## config.mk

```make
export PLATFORM = sky130hd
export DESIGN_NAME = utf8_to_utf16_decoder_core
export DESIGN_NICKNAME = d
export VERILOG_FILES = /design/src/design/u8u16_pkg.sv /design/src/design/utf8_to_utf16_decoder_core.sv /design/src/design/u8u16_decode.sv /design/src/design/u8u16_outbuf.sv
export SDC_FILE = /design/constraint.sdc
export NUM_CORES = 1
export LEC_CHECK = 0
export BUFFER_PORTS_ARGS = -buffer_cell sky130_fd_sc_hd__buf_2
export CAP_MARGIN = 20
export CORE_ASPECT_RATIO = 1.4
export CORE_MARGIN = 2
export CORE_UTILIZATION = 31
export DETAILED_ROUTE_END_ITERATION = 8
export HOLD_SLACK_MARGIN = 0.08
export PLACE_DENSITY_LB_ADDON = 0.1
export SKIP_LAST_GASP = 1
export SLEW_MARGIN = 10
export SYNTH_ARGS = -nofsm -noshare
export SYNTH_HDL_FRONTEND = slang
export SYNTH_SLANG_ARGS = --single-unit
```

## constraint.sdc

```tcl
create_clock -name clk -period 3.5 [get_ports clk]
set_input_delay 0.175 -clock clk [delete_from_list [all_inputs] [get_ports clk]]
set_output_delay 0.175 -clock clk [all_outputs]
set_load 0.005 [all_outputs]
```

## src/design/u8u16_pkg.sv

```systemverilog
// ----------------------------------------------------------------------------
// u8u16_pkg
// Shared types, constants and the lead-byte decode function for the UTF-8 to
// UTF-16 decoder core.
// ----------------------------------------------------------------------------
`timescale 1ns / 1ps

package u8u16_pkg;

  // Code point constants
  localparam logic [20:0] REPL_CHAR     = 21'h00FFFD;
  localparam logic [20:0] MAX_POINT     = 21'h10FFFF;
  localparam logic [20:0] SURR_FIRST    = 21'h00D800;
  localparam logic [20:0] SURR_LAST     = 21'h00DFFF;
  localparam logic [20:0] HI_SURR_BASE  = 21'h00D800;
  localparam logic [20:0] LO_SURR_BASE  = 21'h00DC00;
  localparam logic [20:0] SUPP_BASE     = 21'h010000;
  localparam logic [20:0] BMP_LAST      = 21'h00FFFF;
  localparam logic [20:0] MIN_TWO_BYTE  = 21'h000080;
  localparam logic [20:0] MIN_THREE_BYTE = 21'h000800;

  // Continuation counts of a sequence
  localparam logic [1:0] SEQ_NONE  = 2'd0;
  localparam logic [1:0] SEQ_TWO   = 2'd1;
  localparam logic [1:0] SEQ_THREE = 2'd2;
  localparam logic [1:0] SEQ_FOUR  = 2'd3;

  // One result beat
  typedef struct packed {
    logic [20:0] code_unit;
    logic        is_replacement;
    logic        last_of_run;
  } result_t;

  // Sequence tracking state
  typedef struct packed {
    logic [20:0] partial_point;
    logic [1:0]  bytes_due;
    logic [1:0]  sequence_length;
  } state_t;

  // Outcome of decoding a byte from the idle state
  typedef struct packed {
    logic    emit;
    result_t res;
    state_t  nxt;
  } start_t;

  // Decoder to result buffer: up to two results and the next state
  typedef struct packed {
    logic [1:0] count;
    result_t    res0;
    result_t    res1;
    state_t     nxt;
  } dec_out_t;

  // Decode a byte with no sequence pending
  function automatic start_t start_decode(input logic [7:0] b, input logic eot);
    start_t      r;
    logic        is_lead;
    logic [1:0]  extra;
    logic [20:0] bits;
    r       = '0;
    is_lead = 1'b0;
    extra   = SEQ_NONE;
    bits    = '0;
    if (!b[7]) begin
      r.emit          = 1'b1;
      r.res.code_unit = {13'd0, b};
    end else if (b[7:5] == 3'b110) begin
      is_lead = 1'b1;
      extra   = SEQ_TWO;
      bits    = {16'd0, b[4:0]};
    end else if (b[7:4] == 4'b1110) begin
      is_lead = 1'b1;
      extra   = SEQ_THREE;
      bits    = {17'd0, b[3:0]};
    end else if (b[7:3] == 5'b11110) begin
      is_lead = 1'b1;
      extra   = SEQ_FOUR;
      bits    = {18'd0, b[2:0]};
    end else begin
      // stray continuation or 0xF8..0xFF
      r.emit               = 1'b1;
      r.res.code_unit      = REPL_CHAR;
      r.res.is_replacement = 1'b1;
    end
    if (is_lead) begin
      if (eot) begin
        r.emit               = 1'b1;
        r.res.code_unit      = REPL_CHAR;
        r.res.is_replacement = 1'b1;
      end else begin
        r.nxt.partial_point   = bits;
        r.nxt.bytes_due       = extra;
        r.nxt.sequence_length = extra;
      end
    end
    return r;
  endfunction

endpackage

```

## src/design/utf8_to_utf16_decoder_core.sv

```systemverilog
// ----------------------------------------------------------------------------
// utf8_to_utf16_decoder_core
// A byte's first result beat is presented in the cycle after it is accepted.
// Throughput: one byte per cycle while out_ready is high; a byte giving two
// beats (surrogate pair, or a cut sequence plus the restarted byte) holds the
// input while both are in the two-entry result buffer with its single output port.
// Reset: synchronous active-low; clears sequence state, wide mode and buffer.
// ----------------------------------------------------------------------------
`timescale 1ns / 1ps

module utf8_to_utf16_decoder_core (
  input  logic        clk,
  input  logic        rst_n,
  input  logic        cfg_we,
  input  logic        cfg_wdata,
  input  logic        in_valid,
  output logic        in_ready,
  input  logic [7:0]  in_byte,
  input  logic        in_end_of_text,
  output logic        out_valid,
  input  logic        out_ready,
  output logic [20:0] out_code_unit,
  output logic        out_is_replacement,
  output logic        out_last_of_run
);

  u8u16_pkg::state_t   state_r;
  u8u16_pkg::state_t   state_nxt;
  logic                wide_r;
  logic                push;
  u8u16_pkg::dec_out_t dec;
  u8u16_pkg::result_t  out_res;

  assign push = in_valid && in_ready;

  // Byte decoder
  u8u16_decode u_decode (
    .st             (state_r),
    .wide_mode      (wide_r),
    .in_byte        (in_byte),
    .in_end_of_text (in_end_of_text),
    .dec            (dec)
  );

  // Result buffer
  u8u16_outbuf u_outbuf (
    .clk       (clk),
    .rst_n     (rst_n),
    .push      (push),
    .dec       (dec),
    .can_push  (in_ready),
    .out_valid (out_valid),
    .out_ready (out_ready),
    .out_res   (out_res)
  );

  assign out_code_unit      = out_res.code_unit;
  assign out_is_replacement = out_res.is_replacement;
  assign out_last_of_run    = out_res.last_of_run;

  // Sequence state advances on every accepted byte
  assign state_nxt = push ? dec.nxt : state_r;

  always_ff @(posedge clk) begin
    if (!rst_n) begin
      state_r <= '0;
    end else begin
      state_r <= state_nxt;
    end
  end

  // Mode register
  always_ff @(posedge clk) begin
    if (!rst_n) begin
      wide_r <= 1'b0;
    end else if (cfg_we) begin
      wide_r <= cfg_wdata;
    end
  end

endmodule

```

## src/design/u8u16_decode.sv

```systemverilog
// ----------------------------------------------------------------------------
// u8u16_decode
// Combinational byte decoder: from the sequence state and one input byte it
// forms up to two result beats and the next sequence state.
// ----------------------------------------------------------------------------
`timescale 1ns / 1ps

module u8u16_decode (
  input  u8u16_pkg::state_t   st,
  input  logic                wide_mode,
  input  logic [7:0]          in_byte,
  input  logic                in_end_of_text,
  output u8u16_pkg::dec_out_t dec
);

  logic                 is_cont;
  logic [20:0]          cont_pp;
  logic [1:0]           due_m1;
  logic                 overlong;
  logic                 bad_point;
  logic [20:0]          off;
  u8u16_pkg::start_t    sb;

  assign is_cont = (in_byte[7:6] == 2'b10);
  assign cont_pp = {st.partial_point[14:0], in_byte[5:0]};
  assign due_m1  = st.bytes_due - 2'd1;
  assign off     = cont_pp - u8u16_pkg::SUPP_BASE;
  assign sb      = u8u16_pkg::start_decode(in_byte, in_end_of_text);

  // Overlong check against the sequence length
  always_comb begin
    unique case (st.sequence_length)
      u8u16_pkg::SEQ_TWO:   overlong = (cont_pp < u8u16_pkg::MIN_TWO_BYTE);
      u8u16_pkg::SEQ_THREE: overlong = (cont_pp < u8u16_pkg::MIN_THREE_BYTE);
      u8u16_pkg::SEQ_FOUR:  overlong = (cont_pp < u8u16_pkg::SUPP_BASE);
      default:              overlong = 1'b0;
    endcase
  end

  assign bad_point = overlong
                   || ((cont_pp >= u8u16_pkg::SURR_FIRST) && (cont_pp <= u8u16_pkg::SURR_LAST))
                   || (cont_pp > u8u16_pkg::MAX_POINT);

  // Result selection and next state
  always_comb begin
    dec     = '0;
    dec.nxt = st;
    if (st.bytes_due != u8u16_pkg::SEQ_NONE) begin
      if (is_cont) begin
        if (due_m1 == u8u16_pkg::SEQ_NONE) begin
          // sequence complete
          dec.nxt = '0;
          if (bad_point) begin
            dec.count               = 2'd1;
            dec.res0.code_unit      = u8u16_pkg::REPL_CHAR;
            dec.res0.is_replacement = 1'b1;
          end else if (!wide_mode && (cont_pp > u8u16_pkg::BMP_LAST)) begin
            dec.count          = 2'd2;
            dec.res0.code_unit = u8u16_pkg::HI_SURR_BASE + {11'd0, off[19:10]};
            dec.res1.code_unit = u8u16_pkg::LO_SURR_BASE + {11'd0, off[9:0]};
          end else begin
            dec.count          = 2'd1;
            dec.res0.code_unit = cont_pp;
          end
        end else if (in_end_of_text) begin
          // text ends mid-sequence
          dec.nxt                 = '0;
          dec.count               = 2'd1;
          dec.res0.code_unit      = u8u16_pkg::REPL_CHAR;
          dec.res0.is_replacement = 1'b1;
        end else begin
          dec.nxt.partial_point = cont_pp;
          dec.nxt.bytes_due     = due_m1;
        end
      end else begin
        // sequence cut short; the cutting byte is decoded afresh
        dec.res0.code_unit      = u8u16_pkg::REPL_CHAR;
        dec.res0.is_replacement = 1'b1;
        dec.res1                = sb.res;
        dec.count               = sb.emit ? 2'd2 : 2'd1;
        dec.nxt                 = sb.nxt;
      end
    end else begin
      dec.count = {1'b0, sb.emit};
      dec.res0  = sb.res;
      dec.nxt   = sb.nxt;
    end
    // mark the final beat caused by this byte
    if (dec.count == 2'd1) begin
      dec.res0.last_of_run = 1'b1;
    end else if (dec.count == 2'd2) begin
      dec.res1.last_of_run = 1'b1;
    end
  end

endmodule

```

## src/design/u8u16_outbuf.sv

```systemverilog
// ----------------------------------------------------------------------------
// u8u16_outbuf
// Two-entry result buffer. Loads all beats of one byte at once and drains
// them in order; takes a new byte whenever it will be empty at the edge.
// ----------------------------------------------------------------------------
`timescale 1ns / 1ps

module u8u16_outbuf (
  input  logic                clk,
  input  logic                rst_n,
  input  logic                push,
  input  u8u16_pkg::dec_out_t dec,
  output logic                can_push,
  output logic                out_valid,
  input  logic                out_ready,
  output u8u16_pkg::result_t  out_res
);

  u8u16_pkg::result_t slot0_r, slot0_nxt;
  u8u16_pkg::result_t slot1_r, slot1_nxt;
  logic [1:0]         cnt_r, cnt_nxt;
  logic               pop;

  assign out_valid = (cnt_r != 2'd0);
  assign out_res   = slot0_r;
  assign pop       = out_valid && out_ready;
  assign can_push  = (cnt_r == 2'd0) || ((cnt_r == 2'd1) && out_ready);

  // Next buffer contents
  always_comb begin
    slot0_nxt = slot0_r;
    slot1_nxt = slot1_r;
    cnt_nxt   = cnt_r;
    if (push) begin
      slot0_nxt = dec.res0;
      slot1_nxt = dec.res1;
      cnt_nxt   = dec.count;
    end else if (pop) begin
      slot0_nxt = slot1_r;
      cnt_nxt   = cnt_r - 2'd1;
    end
  end

  // Payload registers
  always_ff @(posedge clk) begin
    slot0_r <= slot0_nxt;
    slot1_r <= slot1_nxt;
  end

  // Fill count
  always_ff @(posedge clk) begin
    if (!rst_n) begin
      cnt_r <= 2'd0;
    end else begin
      cnt_r <= cnt_nxt;
    end
  end

endmodule
```

Word-level counts from Yosys, hierarchy flattened
Index checks and enable logic that the tools add are counted.
- register bits after elaboration: 68
- bits in latches: 0
- memory bits (writable): 0
- memory bits (read-only): 0
- input bits: 15
- logic and storage cells: 98
- memories kept: 0
- add/subtract/negate cells: 5
- multipliers: 0
- div/mod/pow operators: 0
- magnitude comparators: 7
- eq/ne operators: 11
- shift-type cells: 0
- mux-type cells: 47
- bitwise gates (word level): 1
- reduce and logical (&&, ||, !) cells: 16
- operator list (cell ; count):
    23-bit two-way mux ; 10
    19-bit two-way mux ; 5
    21-bit two-way mux ; 4
    24-bit two-way mux ; 3
    16-bit by 10-bit adder with 17-bit output, first input constant ; 2
    22-bit two-way mux ; 1
    21-bit by 16-bit greater-or-equal comparator with 1-bit output, second input constant ; 1
    21-bit by 16-bit greater-than comparator with 1-bit output, second input constant ; 1
    21-bit greater-than comparator, second input constant ; 1
    21-bit by 16-bit <= comparator with 1-bit output, second input constant ; 1
    21-bit by 12-bit less-than comparator with 1-bit output, second input constant ; 1
    21-bit by 17-bit less-than comparator with 1-bit output, second input constant ; 1
    21-bit by 8-bit less-than comparator with 1-bit output, second input constant ; 1
    20-bit by 17-bit subtractor with 20-bit output, second input constant ; 1
    17-bit two-way mux ; 1
    2-bit two-way mux ; 8
    15-bit two-way mux ; 1
    1-bit two-way mux ; 10
    2-bit == test, second input constant ; 4
    2-bit by 1-bit == test with 1-bit output, second input constant ; 3
    2-bit nonzero test ; 3
    5-bit == test, second input constant ; 1
    1-bit logical AND ; 5
    5-bit two-way mux ; 1
    13 further kinds ; 17

Depth between registers and ports, before layout
- depth in word-level cells: 13
- mapped depth: 10

Hierarchy
From an unflattened synthesis, not the netlist that was laid out.
- cells, all modules: 453
- area total of the unflattened synthesis: 4421.7 um^2
- modules (own cells, without submodules) (module ; times used ; cells an instance ; area an instance (um^2)):
    u8u16_outbuf ; 1 ; 91 ; 1905.6
    u8u16_decode ; 1 ; 243 ; 1431.4
    utf8_to_utf16_decoder_core ; 1 ; 119 ; 1084.8

Least setup slack after synthesis
OpenSTA, ideal clock, no wires.
- kind: flip-flop to flip-flop
- start point: register state_r[8] (netlist bit)
- end point: register u_outbuf.slot0_r (netlist bit u_outbuf.out_res[0]), data pin
- setup time: 0.259 ns
- arrival: 2.477 ns
- required time: 3.241 ns
- setup slack: 0.764 ns
- stages on the path, launching flop included: 8
- period minus slack after synthesis: 2.736 ns
- cell sequence: dfxtp_1 nand4_1 or4_4 or4_1 buf_2 a211oi_4 a21boi_0 a211o_1
- RTL lines (element ; RTL line ; source):
    start, declared ; utf8_to_utf16_decoder_core.sv:27 ; u8u16_pkg::state_t state_r;
    start signal, assigned ; utf8_to_utf16_decoder_core.sv:68 ; state_r <= state_nxt;
    end signal, assigned ; u8u16_outbuf.sv:46 ; slot0_r <= slot0_nxt;
    end, declared ; u8u16_outbuf.sv:19 ; u8u16_pkg::result_t slot0_r, slot0_nxt;

==> impl_metrics.ini <==
[run_status]
status = completed

[yosys]
synth_commonest_cells = 36 x edfxtp_1, 34 x nand2_1, 30 x nand3_1
yosysTopAreaCellShare_pct = 32.4
synth-edff-count = 36
synth_area_um2 = 3330
synth_top_area_cell = edfxtp_1
syn_inst = 362
synth_fp_nets = 383
synth_ff_type = edfxtp_1
async_flop_share_pct = 0
synthMostInstantiatedCell = edfxtp_1
synth-seq-cells = 58
ys.warnings.count = 0
yosys-top-cells-area = edfxtp_1 32%, dfxtp_1 13%, nand3_1 4.5%
post_synth.cell_area_avg_um2 = 9.20
ys_seq_area_share_pct = 45.7
post_synth_num_cell_types = 53

[clock_network]
cts-root-buf = clkbuf_16
cts.sinks = 58
cts_tree = done
cts.clk_slew.worst_paths_ns = 0.05
cts_buffers = 9
post-cts-setup-buffers = 0
clk_path_buf_depth = 2
cts_hold_buf = 0
clk_latency_ns = 0.33
cts_resized = 0
h-tree-depth = 3

[cells_and_area]
drive_gt1_share_pct = 16.9
fillCellCount = 1077
antenna_cells = 0
final_area_um2 = 3910
area_growth_pct = 17.3
finalCoreUtilization_pct = 37.6
fin_cells = 535
final_nets = 413

[route]
routedWlPerCell_um = 18.3
postRouteAntennaNets = 0
viasPerCell = 5.37
vias = 2872
drc = 0
drt-initial-drc-count = 202
first_pass_iters = 6
routed_wirelength_um = 9770

[die]
placeableCoreArea_um2 = 10400
io-pin-count = 40
fp.dieH_um = 127
die-area_um2 = 11600
rows = 44
start_util_pct = 32.0
dieWidth_um = 91.6

[sta]
finalSetupViolations = 0
finalCritPeriodShare_pct = 89.4
max_freq_mhz = 319
hold_ws_ns = 0.106
fin_worst_skew_ns = 0.00595
min_period_ns = 3.13
setup_tns_ns = 0
slew_headroom_pct = 36.3
hold_viol = 0
rsz0062_at_grt = false
tightest_slew_ns = 0.954
maxSlewViolCount = 0
worst_slack_ns = 0.369

[global_routing]
grt_pass1_vias = 2804
antenna_found_initial = 0
grt_pass1_wl_um = 15400
grt_max_degree = 41
grt_overflow = 0
grt_util_all_layers_pct = 17.4

[worst_setup_path]
max_stage_delay_ns = 0.62
endpoint_kind = flop
cp_cell_sequence = nand4_1 > or4_4 > or4_1 > a211oi_4 > a21boi_0 > a211o_1
cp_max_fo = 9
cp.arrival_ns = 3.21
worstSetupPathType = reg -> reg
path_buf_inv = 0
cp.required_ns = 3.58
cpLargestDelayFamily = simple AND/OR/NAND/NOR gates
start_kind = flop
slowest_stage = or4_1

[power]
p_total_mw = 2.23
vdd_drop_max_mv = 0.243
leakage_nw = 1.45
p_per_area_nw_per_um2 = 569

[placement]
dp_hpwl_um = 6930
gp_congestion = 0.863
dp.cells = 519
placed_cell_area_um2 = 3630
io_buffers = 39
dp_slack_ns = 0.448

[job]
drv_cap = 0

[worst_hold_path]
hold_path_class = in -> reg
==> state kept, by name (all words and copies together) (netlist names) <==
name and count:
wide_r 1, u_outbuf.out_res 23, u_outbuf.cnt_r 2, state_r 19, u_outbuf.slot1_r 13
==> placed cells by master, fill, tap and decap left out, types with 5 or more instances in the layout <==
cell type  instances
a31oi_1            9
nor2b_1            8
a221o_1            8
nand3_1           30
dfxtp_1           22
a21oi_1           11
nor2_1            28
a21boi_0          15
buf_4              6
edfxtp_1          36
and3_1             9
buf_2             39
inv_1             24
nor3_1             5
clkbuf_16          9
o21ai_0           19
nand2_1           34
ha_1               6
nand4_1            6
==> worst reg2reg max path, stage by stage, from the launching register on <==
cell	delay, ns
dfxtp_1	0.41
nand4_1	0.15
or4_4	0.57
or4_1	0.62
a211oi_4	0.58
a21boi_0	0.25
a211o_1	0.32
==> report_power, final <==
| group | internal [mW] | switching (mW) | leakage, nW | total, mW |
|---|---|---|---|---|
| clock | 0.544 | 0.295 | 0.136 | 0.839 |
| combinational | 0.177 | 0.297 | 0.779 | 0.474 |
| sequential | 0.878 | 0.0338 | 0.538 | 0.912 |
| total | 1.60 | 0.626 | 1.45 | 2.23 |
==> layer usage <==
metal | wire (µm) | global-route usage [%]
met5 | 0 | 0
met4 | 317 | 8.56
met3 | 434 | 3.68
met2 | 4900 | 29.4
met1 | 4120 | 20.8
==> path summary, 6_finish.rpt <==
| path | slack, ns | from | cells after the start | to |
|---|---|---|---|---|
| hold reg to reg | 0.48 | state_r[0]$_SDFFE_PN0P_ | 2 | state_r[0]$_SDFFE_PN0P_ |
| setup reg to reg | 0.37 | state_r[6]$_SDFFE_PN0P_ | 6 | u_outbuf.out_res[0]$_DFFE_PP_ |
| setup / recovery | 0.37 | state_r[6]$_SDFFE_PN0P_ | 6 | u_outbuf.out_res[0]$_DFFE_PP_ |
| hold / removal | 0.11 | cfg_wdata | 3 | wide_r$_SDFFE_PN0P_ |
==> cell type report <==
type	count	area, µm²	share of cell area, %
clock inverters	4	42.5	1.09
flip-flops and latches	58	1520	38.9
multi-input cells	254	1610	41.1
inverters	24	90.1	2.30
well taps	138	173	4.42
repair buffers	45	240	6.14
clock buffers	12	236	6.05
==> logic make-up after synthesis <==
group	after synthesis	share of synthesized area [%]
AOI/OAI and AO/OA	100	22.4
DFF	58	45.7
xor gates and xnor gates	1	0.263
and+or+nand+nor	143	22.0
buffers and inverters	50	6.12
adders and majority gates	6	2.25
muxes	4	1.28
Note: power is estimated with default switching activity, not from simulation.
